## config.mk

```make
export PLATFORM = sky130hd
export DESIGN_NAME = string_to_long_parser_unit
export DESIGN_NICKNAME = d
export VERILOG_FILES = /design/src/rtl/stol_pkg.sv /design/src/rtl/stol_mac.sv /design/src/rtl/string_to_long_parser_unit.sv
export SDC_FILE = /design/constraint.sdc
export NUM_CORES = 2
export LEC_CHECK = 0
export BUFFER_PORTS_ARGS = -buffer_cell sky130_fd_sc_hd__buf_2
export CAP_MARGIN = 25
export CORE_MARGIN = 1
export CORE_UTILIZATION = 38
export CTS_BUF_LIST = sky130_fd_sc_hd__clkbuf_4 sky130_fd_sc_hd__clkbuf_8
export DETAILED_ROUTE_END_ITERATION = 10
export HOLD_SLACK_MARGIN = 0.06
export PLACE_DENSITY = 0.61
export SYNTH_ARGS = -nofsm -noshare
export SYNTH_HDL_FRONTEND = slang
export SYNTH_SLANG_ARGS = --single-unit
```

## constraint.sdc

```tcl
create_clock -name clock -period 8 [get_ports clock]
set_input_delay 0.4 -clock clock [delete_from_list [all_inputs] [get_ports clock]]
set_output_delay 0.4 -clock clock [all_outputs]
set_load 0.02 [all_outputs]
```

## src/rtl/stol_pkg.sv

```systemverilog
// Shared types and constants of the string-to-long parser.
`timescale 1ns / 1ps
`default_nettype none

package stol_pkg;

   // Longest string; the character at this index acts as a terminator.
   localparam int unsigned MAX_LEN = 65535;
   localparam int unsigned IDX_W   = $clog2(MAX_LEN + 1);

   localparam int unsigned ACC_W  = 64;
   localparam int unsigned BASE_W = 6;
   localparam int unsigned PROD_W = ACC_W + BASE_W;
   localparam int unsigned OFS_W  = 16;

   localparam logic [BASE_W-1:0] RADIX_RESET = 6'd10;
   localparam logic [BASE_W-1:0] RADIX_AUTO  = 6'd0;
   localparam logic [BASE_W-1:0] BASE_MIN    = 6'd2;
   localparam logic [BASE_W-1:0] BASE_MAX    = 6'd36;
   localparam logic [BASE_W-1:0] BASE_OCT    = 6'd8;
   localparam logic [BASE_W-1:0] BASE_DEC    = 6'd10;
   localparam logic [BASE_W-1:0] BASE_HEX    = 6'd16;

   localparam logic [7:0] CH_ZERO  = 8'h30;
   localparam logic [7:0] CH_X_LO  = 8'h78;
   localparam logic [7:0] CH_X_UP  = 8'h58;
   localparam logic [7:0] CH_MINUS = 8'h2D;
   localparam logic [7:0] CH_PLUS  = 8'h2B;
   localparam logic [7:0] CH_SPACE = 8'h20;
   localparam logic [7:0] CH_TAB   = 8'h09;
   localparam logic [7:0] CH_CR    = 8'h0D;

   localparam logic [ACC_W-1:0] VALUE_MAX = 64'h7FFF_FFFF_FFFF_FFFF;
   localparam logic [ACC_W-1:0] VALUE_MIN = 64'h8000_0000_0000_0000;

   typedef enum logic [1:0] {
      DS_NONE,
      DS_DIGITS,
      DS_OVF
   } dstat_type;

   typedef struct packed {
      logic [7:0] ch;
      logic       first;
   } stol_req_type;

   typedef struct packed {
      logic signed [ACC_W-1:0] value;
      logic [OFS_W-1:0]        end_offset;
      logic                    overflow;
      logic                    converted;
   } stol_rsp_type;

   // Control of the shared multiply-accumulate unit.
   typedef struct packed {
      logic              mul_en;
      logic [BASE_W-1:0] digit;
   } mac_ctl_type;

endpackage

`default_nettype wire

```

## src/rtl/stol_mac.sv

```systemverilog
// Shared multiply-accumulate unit with sticky overflow check; on overflow the accumulator is held.
`timescale 1ns / 1ps
`default_nettype none

module stol_mac import stol_pkg::*; (
   input  wire logic              clock,
   input  wire mac_ctl_type       ctl,
   input  wire logic [ACC_W-1:0]  acc,
   input  wire logic [BASE_W-1:0] base,
   input  wire logic              negative,
   input  wire dstat_type         status,
   output logic [ACC_W-1:0]       acc_next,
   output dstat_type              status_next
);

   logic [PROD_W-1:0] prod_ff;
   logic [PROD_W-1:0] prod_in;
   logic [PROD_W-1:0] sum;
   logic [PROD_W-1:0] lim;
   logic              ovf;

   // step 1: product, registered
   assign prod_in = PROD_W'(acc) * PROD_W'(base);

   always_ff @(posedge clock) begin
      if (ctl.mul_en) begin
         prod_ff <= prod_in;
      end
   end

   // step 2: add digit, compare against the signed limit
   assign sum = prod_ff + PROD_W'(ctl.digit);
   assign lim = negative ? PROD_W'(VALUE_MIN) : PROD_W'(VALUE_MAX);
   assign ovf = (status == DS_OVF) || (sum > lim);

   assign status_next = ovf ? DS_OVF : DS_DIGITS;
   assign acc_next    = ovf ? acc : sum[ACC_W-1:0];

endmodule

`default_nettype wire

```

## src/rtl/string_to_long_parser_unit.sv

```systemverilog
// Top level of the string-to-long parser: sequencer, state and result register.
`timescale 1ns / 1ps
`default_nettype none

// Channel   Direction  Handshake            Payload
// req_      in         req_valid/req_stall  stol_req_type {ch, first}
// rsp_      out        rsp_valid/rsp_stall  stol_rsp_type {value, end_offset, overflow, converted}
// csr_      in         csr_write            csr_wdata = radix (6 bits)
//
// One request at a time; req_stall stays high while a character is in work.
// White space, sign and prefix characters pass the dispatch state only. Digits also pass
// the take state and the shared multiply-accumulate unit (product register, then add and compare).
// The '0' ahead of an octal or hex digit string enters the MAC with the next char, unless it is x.
// Terminator: dispatch, take and emit states; emit waits while rsp_stall holds the result register.
// Synchronous reset clears the parse state but for ch_ff, digit_ff and rsp_data_ff; radix resets to 10.

module string_to_long_parser_unit import stol_pkg::*; (
   input  wire logic              clock,
   input  wire logic              reset,
   input  wire logic              req_valid,
   output logic                   req_stall,
   input  wire stol_req_type      req_data,
   output logic                   rsp_valid,
   input  wire logic              rsp_stall,
   output stol_rsp_type           rsp_data,
   input  wire logic              csr_write,
   input  wire logic [BASE_W-1:0] csr_wdata
);

   typedef enum logic [2:0] {
      PH_SKIP,
      PH_START,
      PH_ZERO,
      PH_PREFIX,
      PH_DIGITS,
      PH_DONE
   } phase_type;

   typedef enum logic [2:0] {
      ST_IDLE,
      ST_DISPATCH,
      ST_TAKE,
      ST_MUL,
      ST_ACC,
      ST_EMIT
   } seq_type;

   // digit value of a character, 64 when it is no digit at all
   function automatic logic [6:0] digit_of(input logic [7:0] c);
      logic [6:0] d;
      d = 7'd64;
      if (c >= 8'h30 && c <= 8'h39) begin
         d = 7'(c - 8'h30);
      end else if (c >= 8'h61 && c <= 8'h7A) begin
         d = 7'(c - 8'h61 + 8'd10);
      end else if (c >= 8'h41 && c <= 8'h5A) begin
         d = 7'(c - 8'h41 + 8'd10);
      end
      return d;
   endfunction

   seq_type           state_ff,  state_in;
   phase_type         phase_ff,  phase_in;
   logic              neg_ff,    neg_in;
   logic [ACC_W-1:0]  acc_ff,    acc_in;
   dstat_type         dstat_ff,  dstat_in;
   logic [BASE_W-1:0] base_ff,   base_in;
   logic [IDX_W-1:0]  idx_ff,    idx_in;
   logic [7:0]        ch_ff,     ch_in;
   logic [BASE_W-1:0] digit_ff,  digit_in;
   logic              after_ff,  after_in;   // take the char again after the MAC
   logic [BASE_W-1:0] radix_ff,  radix_in;
   logic              rsp_valid_ff, rsp_valid_in;
   stol_rsp_type      rsp_data_ff,  rsp_data_in;

   mac_ctl_type       mac_ctl;
   logic [ACC_W-1:0]  mac_acc;
   dstat_type         mac_status;

   logic              out_free;
   logic              is_space;
   logic              start_zero;
   logic [BASE_W-1:0] start_base;
   logic [6:0]        dig;
   logic              base_ok;
   logic [IDX_W-1:0]  idx_inc;
   stol_rsp_type      emit_data;

   stol_mac u_mac (
      .clock       (clock),
      .ctl         (mac_ctl),
      .acc         (acc_ff),
      .base        (base_ff),
      .negative    (neg_ff),
      .status      (dstat_ff),
      .acc_next    (mac_acc),
      .status_next (mac_status)
   );

   assign out_free   = !rsp_valid_ff || !rsp_stall;
   assign is_space   = (ch_ff == CH_SPACE) || (ch_ff >= CH_TAB && ch_ff <= CH_CR);
   assign start_zero = ((radix_ff == RADIX_AUTO) || (radix_ff == BASE_HEX)) &&
                       (ch_ff == CH_ZERO);
   assign start_base = (radix_ff == RADIX_AUTO) ? BASE_DEC : radix_ff;
   assign dig        = digit_of(ch_ff);
   assign base_ok    = (base_ff >= BASE_MIN) && (base_ff <= BASE_MAX);
   assign idx_inc    = idx_ff + IDX_W'(1);

   // result as it stands at the stopping character
   always_comb begin
      if (dstat_ff == DS_OVF) begin
         emit_data.value = neg_ff ? VALUE_MIN : VALUE_MAX;
      end else begin
         emit_data.value = neg_ff ? (ACC_W'(0) - acc_ff) : acc_ff;
      end
      emit_data.end_offset = (dstat_ff != DS_NONE) ? OFS_W'(idx_ff) : '0;
      emit_data.overflow   = (dstat_ff == DS_OVF);
      emit_data.converted  = (dstat_ff != DS_NONE);
   end

   always_comb begin
      state_in     = state_ff;
      phase_in     = phase_ff;
      neg_in       = neg_ff;
      acc_in       = acc_ff;
      dstat_in     = dstat_ff;
      base_in      = base_ff;
      idx_in       = idx_ff;
      ch_in        = ch_ff;
      digit_in     = digit_ff;
      after_in     = after_ff;
      radix_in     = radix_ff;
      rsp_valid_in = rsp_valid_ff;
      rsp_data_in  = rsp_data_ff;
      mac_ctl.mul_en = 1'b0;
      mac_ctl.digit  = digit_ff;

      if (csr_write) begin
         radix_in = csr_wdata;
      end
      if (rsp_valid_ff && !rsp_stall) begin
         rsp_valid_in = 1'b0;
      end

      unique case (state_ff)
         ST_IDLE: begin
            if (req_valid) begin
               ch_in    = req_data.ch;
               state_in = ST_DISPATCH;
               if (req_data.first) begin
                  phase_in = PH_SKIP;
                  neg_in   = 1'b0;
                  acc_in   = '0;
                  dstat_in = DS_NONE;
                  base_in  = '0;
                  idx_in   = '0;
               end
            end
         end
         ST_DISPATCH: begin
            // phase decode; the char is in ch_ff
            priority if (phase_ff == PH_DONE) begin
               state_in = ST_IDLE;
            end else if (idx_ff >= IDX_W'(MAX_LEN)) begin
               state_in = ST_EMIT;
            end else if (phase_ff == PH_SKIP && is_space) begin
               idx_in   = idx_inc;
               state_in = ST_IDLE;
            end else if (phase_ff == PH_SKIP && (ch_ff == CH_MINUS || ch_ff == CH_PLUS)) begin
               neg_in   = (ch_ff == CH_MINUS);
               phase_in = PH_START;
               idx_in   = idx_inc;
               state_in = ST_IDLE;
            end else if (phase_ff == PH_SKIP || phase_ff == PH_START) begin
               if (start_zero) begin
                  base_in  = radix_ff;
                  phase_in = PH_ZERO;
                  idx_in   = idx_inc;
                  state_in = ST_IDLE;
               end else begin
                  base_in  = start_base;
                  phase_in = PH_DIGITS;
                  state_in = ST_TAKE;
               end
            end else if (phase_ff == PH_ZERO) begin
               if (ch_ff == CH_X_LO || ch_ff == CH_X_UP) begin
                  base_in  = BASE_HEX;
                  phase_in = PH_PREFIX;
                  idx_in   = idx_inc;
                  state_in = ST_IDLE;
               end else begin
                  // the leading 0 counts as a digit, then the char itself
                  base_in  = (base_ff == RADIX_AUTO) ? BASE_OCT : base_ff;
                  phase_in = PH_DIGITS;
                  digit_in = '0;
                  after_in = 1'b1;
                  state_in = ST_MUL;
               end
            end else begin
               phase_in = PH_DIGITS;
               state_in = ST_TAKE;
            end
         end
         ST_TAKE: begin
            if (!base_ok || dig >= 7'(base_ff)) begin
               state_in = ST_EMIT;
            end else begin
               digit_in = dig[BASE_W-1:0];
               after_in = 1'b0;
               state_in = ST_MUL;
            end
         end
         ST_MUL: begin
            mac_ctl.mul_en = 1'b1;
            state_in       = ST_ACC;
         end
         ST_ACC: begin
            acc_in   = mac_acc;
            dstat_in = mac_status;
            if (after_ff) begin
               after_in = 1'b0;
               state_in = ST_TAKE;
            end else begin
               idx_in   = idx_inc;
               state_in = ST_IDLE;
            end
         end
         ST_EMIT: begin
            if (out_free) begin
               rsp_valid_in = 1'b1;
               rsp_data_in  = emit_data;
               phase_in     = PH_DONE;
               state_in     = ST_IDLE;
            end
         end
         default: begin
            state_in = ST_IDLE;
         end
      endcase
   end

   always_ff @(posedge clock) begin
      if (reset) begin
         state_ff     <= ST_IDLE;
         phase_ff     <= PH_SKIP;
         neg_ff       <= 1'b0;
         acc_ff       <= '0;
         dstat_ff     <= DS_NONE;
         base_ff      <= '0;
         idx_ff       <= '0;
         after_ff     <= 1'b0;
         radix_ff     <= RADIX_RESET;
         rsp_valid_ff <= 1'b0;
      end else begin
         state_ff     <= state_in;
         phase_ff     <= phase_in;
         neg_ff       <= neg_in;
         acc_ff       <= acc_in;
         dstat_ff     <= dstat_in;
         base_ff      <= base_in;
         idx_ff       <= idx_in;
         after_ff     <= after_in;
         radix_ff     <= radix_in;
         rsp_valid_ff <= rsp_valid_in;
      end
      ch_ff       <= ch_in;
      digit_ff    <= digit_in;
      rsp_data_ff <= rsp_data_in;
   end

   assign req_stall = (state_ff != ST_IDLE);
   assign rsp_valid = rsp_valid_ff;
   assign rsp_data  = rsp_data_ff;

`ifndef ASSERT_OFF
   // the MAC only ever runs with a legal base
   a_mac_base: assert property (@(posedge clock) disable iff (reset)
      (state_ff == ST_ACC) |-> (base_ff >= BASE_MIN && base_ff <= BASE_MAX))
      else $error("MAC committed with illegal base");

   // magnitude never goes past the negative limit
   a_acc_range: assert property (@(posedge clock) disable iff (reset)
      acc_ff <= VALUE_MIN)
      else $error("accumulator out of range");

   // no conversion means an all-zero response
   a_no_conv: assert property (@(posedge clock) disable iff (reset)
      (rsp_valid && !rsp_data.converted) |->
         (rsp_data.value == '0 && rsp_data.end_offset == '0 && !rsp_data.overflow))
      else $error("empty conversion with nonzero result");

   // a result closes the string
   a_emit_done: assert property (@(posedge clock) disable iff (reset)
      (state_ff == ST_EMIT && out_free) |=> (phase_ff == PH_DONE && rsp_valid_ff))
      else $error("emit did not close the parse");

   // a digit is always below the active base when it enters the MAC
   a_digit_lt_base: assert property (@(posedge clock) disable iff (reset)
      (state_ff == ST_MUL) |-> (digit_ff < base_ff))
      else $error("digit not below base");
`endif

endmodule

`default_nettype wire
```

=== Word level (Yosys, flattened, before mapping) ===
Index checks and enable logic that the tools add are counted.

* Word-level logic and storage cells: 211
* Output and inout bits: 84
* Input bits: 20
* Register bits: 269

* Multipliers: 1
* Mux-type cells: 94
* Magnitude comparators: 13
* Equality and inequality tests: 35
* Reductions and logical operators: 43
* Add/sub/neg operators: 8

{| class="wikitable"
|+ Operator list
! cell !! number
|-
| 2-to-1 mux 64 bit || 7
|-
| 2-to-1 mux 16 bit || 11
|-
| one-hot mux 64 bit (2 select lines) || 1
|-
| 2-to-1 mux 6 bit || 20
|-
| adder 70 x 6 -> 70 bit || 1
|-
| > comparator 70 bit || 1
|-
| multiplier 64 x 6 -> 70 bit || 1
|-
| subtractor 1 x 64 -> 64 bit, first input constant || 1
|-
| 2-to-1 mux 3 bit || 20
|-
| one-hot mux 16 bit (3 select lines) || 1
|-
| AND reduction 9 bit || 4
|-
| == test 8 x 6 -> 1 bit, second input constant || 4
|-
| != test 2 bit, second input constant || 14
|-
| one-hot mux 6 bit (2 select lines) || 2
|-
| 2-to-1 mux 7 bit || 3
|-
| 2-to-1 mux 1 bit || 18
|-
| one-hot mux 3 bit (6 select lines) || 1
|-
| adder 16 x 1 -> 16 bit, second input constant || 1
|-
| == test 8 x 7 -> 1 bit, second input constant || 2
|-
| greater-or-equal comparator 16 bit, second input constant || 1
|-
| greater-or-equal comparator 8 x 7 -> 1 bit, second input constant || 2
|-
| <= comparator 8 x 7 -> 1 bit, second input constant || 2
|-
| != test 5 bit, second input constant || 3
|-
| adder 7 x 4 -> 7 bit, second input constant || 2
|-
| 32 further kinds || 71
|}

=== Longest topological paths before layout ===
* Word-level depth: 10
* Gate-level depth with buffers: 24
* Gate-level depth less buffers: 22

=== Modules after synthesis ===
A second synthesis with hierarchy kept.

* Cells, all modules: 3180
* Area, all modules: 28670.0 um^2

{| class="wikitable"
|+ Modules (own cells, without submodules)
! module !! instances !! area each (um^2) !! sequential area each (um^2) !! cells each
|-
| stol_mac || 1 || 18375.1 || 2102.0 || 2065
|-
| string_to_long_parser_unit || 1 || 10294.9 || 4944.7 || 1115
|}

=== Worst setup path before layout ===
OpenSTA, ideal clock, no wires.

* Kind: register to register
* From: register state_ff[2]
* To: register rsp_data_ff (netlist bit rsp_data[0]), enable pin
* Setup slack: 2.213 ns
* Library setup time: 0.550 ns
* Data required time: 7.450 ns
* Stages on the path, launching flop included: 6
* Arrival time: 5.237 ns
* Cell sequence: dfxtp_1 -> clkbuf_1 -> clkbuf_1 -> clkbuf_1 -> nand2_1 -> a21oi_1

* Word-level cells in the longest chain between the ends: 2

{| class="wikitable"
|+ Ends and longest elaborated chain
! what !! RTL line !! RTL
|-
| start: declaration || string_to_long_parser_unit.sv:62 || <nowiki>seq_type state_ff, state_in;</nowiki>
|-
| start signal: assignment || string_to_long_parser_unit.sv:255 || <nowiki>state_ff <= state_in;</nowiki>
|-
| == test 3 bit || string_to_long_parser_unit.sv:145 || <nowiki>unique case (state_ff)</nowiki>
|-
| AND reduction 2 bit (no source line) || - ||
|-
| end signal: assignment || string_to_long_parser_unit.sv:268 || <nowiki>rsp_data_ff <= rsp_data_in;</nowiki>
|-
| end: declaration || string_to_long_parser_unit.sv:74 || <nowiki>stol_rsp_type rsp_data_ff, rsp_data_in;</nowiki>
|}

Every way passes these cells.
A chain may end at the register's enable or synchronous reset.

=== Worst setup path after layout ===
* From: register base_ff[5]
* To: register u_mac.prod_ff[64] (data pin)

* Word-level cells in the longest chain between the ends: 1

{| class="wikitable"
|+ Ends and longest elaborated chain
! what !! RTL line !! RTL
|-
| start: declaration || string_to_long_parser_unit.sv:67 || <nowiki>logic [BASE_W-1:0] base_ff, base_in;</nowiki>
|-
| start signal: assignment || string_to_long_parser_unit.sv:260 || <nowiki>base_ff <= base_in;</nowiki>
|-
| multiplier 64 x 6 -> 70 bit || stol_mac.sv:23 || <nowiki>assign prod_in = PROD_W'(acc) * PROD_W'(base);</nowiki>
|-
| via u_mac.prod_in[64] || stol_mac.sv:17 || <nowiki>logic [PROD_W-1:0] prod_in;</nowiki>
|-
| end signal: assignment || stol_mac.sv:27 || <nowiki>prod_ff <= prod_in;</nowiki>
|-
| end: declaration || stol_mac.sv:16 || <nowiki>logic [PROD_W-1:0] prod_ff;</nowiki>
|}

The timed path passes the listed nets, and every way through them passes these cells.

==> results.yml <==
floorplan:
  die_h_um: 271.8
  rows: 98
  design.die.area_mm2: 0.07389
  initial_utilization_pct: 38.57
  die_x_um: 271.8
  core-area_mm2: 0.07173
  io_pins: 104
place:
  post-dp-hpwl_um: 58400
  dp.cells: 4074
  gp_congestion: 0.9301
  portBuffers: 103
routing:
  wl_per_cell_um: 18.31
  dr_total_vias: 22740
  drt_iter0_drc: 1795
  ant_nets: 0
  routed_via_density: 5.449
  drt_pass1_iterations: 5
  wirelength_um: 76410
  drc: 0
worst_setup_path:
  cp-end-kind: "flip-flop"
  cp_max_fo: 33
  cp-start-kind: "flip-flop"
  required_ps: 8320
  worst_ep_arrival_time_ps: 7660
  critPathKind: "reg2reg"
sta:
  skew_ps: 21.57
  hold_viol_final: 0
  rsz0062_at_grt: "no"
  worstMarginPinSlew_ps: 1140
  fmax_mhz: 136.1
  slew_headroom_pct: 23.27
  setup_tns_ps: 0
  period_needed_ps: 7345
  drv_slew: 0
  finalCritPeriodShare_pct: 91.82
  hold_slack_ps: 175.0
  setup-violations-final: 0
synthesis:
  ys_seq_elements: 269
  seq_area_frac_synth_pct: 25.47
  synthesis.area_mm2: 0.02767
  synth-edff-count: 166
  syn_area_per_cell_um2: 8.683
  synth_flop_cell: "edfxtp_1"
  netlist_instances: 3186
  synthArstFlopShare_pct: 0
  yosysUniqueCellTypes: 93
  syn_nets: 3621
  yosys_warnings: 0
power_and_ir_drop:
  pwr-share-clk_pct: 42.4
  finalPower_mw: 2.969
  leakage_nw: 12.73
  power.switching_uw: 756.6
  seqPwrFrac_pct: 50.7
  p_per_area_mw_per_mm2: 99.16
  power_frac_comb_pct: 6.8
  ir_drop_v: 0.0001689
  internal_power_mw: 2.212
  p_sw_share_pct: 25.48
run_status:
  outcome: "completed"
cells_and_area:
  drive_above_1_share_pct: 8.690
  fin_util_pct: 41.74
  final_common_cell: "nand2_1"
  nFillCells: 7161
  layout_common_cells: "nand2_1, inv_1, fa_1"
  fin_cells: 4173
  fin_nets: 3623
  syn_to_final_growth_pct: 8.227
global_routing:
  grt_pass1_vias: 22610
  grtUsageTotal_pct: 20.90
  grt_pass1_wl_um: 124600
  grt_max_degree: 87
  antenna_found_initial: 2
  overflow: 0
clock_network:
  clk_pin_slew_worst_paths_ps: 70
  cts_sinks: 269
  clk_latency_ps: 600
  cts_tree: "done"
  cts_buffers: 44
  clock-root-buffer: "clkbuf_8"
  htree_levels: 2
  cts_buffer_depth: 3
flow_run:
  max-cap-violations: 0
hold_path:
  hold_path.class: "in2reg"
per-layer routing:
metal  wire [um]  global-route usage [%]  share of wire, %  vias to the layer above
li1            -                       -                 -                    10890
met1       34730                   28.35                45                    11210
met2       36590                   35.50                48                      546
met3        3585                   2.451               4.7                       95
met4        1497                   4.849               2.0                        0
met5           0                       0                 0                        -
timing repair:
action,in CTS,in global routing
hold buffers,18,0
endpoints found under the hold margin,20,0
setup buffers,0,0
resized for setup,0,0
worst paths after layout:
check	cells after the start	start	end	slack (ps)
worst max-delay path	18	base_ff[5]	u_mac.prod_ff[64]	650
worst min-delay path	2	csr_write	radix_ff[3]	180
worst max register to register	18	base_ff[5]	u_mac.prod_ff[64]	650
worst min register to register	2	dstat_ff[0]	dstat_ff[0]	460
power groups by stage:
stage	registers [mW]	clock network (mW)	logic, mW
2_1_floorplan	1.52	0	0.145
4_1_cts	1.51	1.29	0.201
5_1_grt	1.51	1.34	0.225
3_5_place_dp	1.54	0	0.194
6_report	1.51	1.26	0.203
3_3_place_gp	1.54	0	0.193
flip-flops by register name, indices dropped and copies added, names as in the netlist, 2 cells and up:
name / count
acc_ff: 64
base_ff: 6
u_mac.prod_ff: 70
idx_ff: 16
ch_ff: 8
dstat_ff: 2
state_ff: 3
radix_ff: 6
rsp_data: 82
phase_ff: 3
digit_ff: 6
stage by stage:
step	instance area, um^2	setup slack (ps)
2_1_floorplan	27670	2213
5_1_grt	29940	295.9
3_3_place_gp	28860	717.3
6_report	29940	654.6
4_1_cts	29940	664.4
3_5_place_dp	28870	705.1
cells in the mapped netlist (6+ instances only):
cell	number	share of area, %
clkbuf_1	180	2.4
nand3_1	55	0.99
fa_1	250	18
o211ai_1	11	0.30
a2111oi_0	6	0.19
o31ai_1	8	0.22
or3_1	9	0.20
and3_1	37	0.84
nor3b_1	8	0.22
xnor2_1	87	2.8
ha_1	165	7.5
xor2_1	56	1.8
buf_1	9	0.12
edfxtp_1	166	18
a21o_1	76	2.1
and4_1	9	0.28
a31oi_1	27	0.61
nor2_1	182	2.5
nor3_1	78	1.4
buf_6	12	0.49
nand2_1	326	4.4
or4_1	10	0.27
inv_1	320	4.3
o22a_1	8	0.25
and2_1	183	4.1
mux2i_1	20	0.72
o21a_1	15	0.41
or2_2	9	0.20
a21boi_0	9	0.24
nor2b_1	32	0.72
o2111ai_1	9	0.28
nand2b_1	28	0.63
o21bai_1	18	0.49
a211oi_1	14	0.38
o21ai_0	141	2.6
nand4_1	96	2.2
a21oi_1	224	4.1
a221oi_1	6	0.19
o21ai_1	76	1.4
nor4_1	14	0.32
dfxtp_1	103	7.5
logic make-up (layout without fill, tap and decap cells):
family / Yosys count / after routing / share of synthesized area [%]
simple gates: 1116 / 1116 / 21.02
xor+xnor: 143 / 143 / 4.527
mux: 20 / 20 / 0.7236
flops: 269 / 269 / 25.47
buf+inv: 530 / 566 / 7.566
fa+ha+maj: 415 / 415 / 25.55
compound gates: 693 / 693 / 15.14
other cells: 0 / 1 / 0
cell type report:
type | instances | area [um^2] | area share [%]
Tap cell | 950 | 1189 | 3.970
Clock inverter | 14 | 103.9 | 0.3468
Multi-Input combinational cell | 2387 | 18560 | 61.97
Sequential cell | 269 | 7059 | 23.58
Timing Repair Buffer | 164 | 1033 | 3.452
Inverter | 322 | 1209 | 4.037
Antenna cell | 1 | 2.502 | 0.008358
Clock buffer | 66 | 789.5 | 2.637
critical path: stages, from the launching register on:
cell and delay, ps:
dfxtp_2 610, buf_4 440, inv_1 270, nor2_1 290, fa_1 470, fa_1 550
inv_1 50, fa_1 520, inv_1 40, ha_1 360, and3_1 250, o2111ai_1 230
a2111oi_0 950, o2111ai_1 360, a211oi_1 720, o21ai_1 180, nor4b_1 190, o41ai_1 430
xor2_1 140
Power figures use the tool's default switching activity.
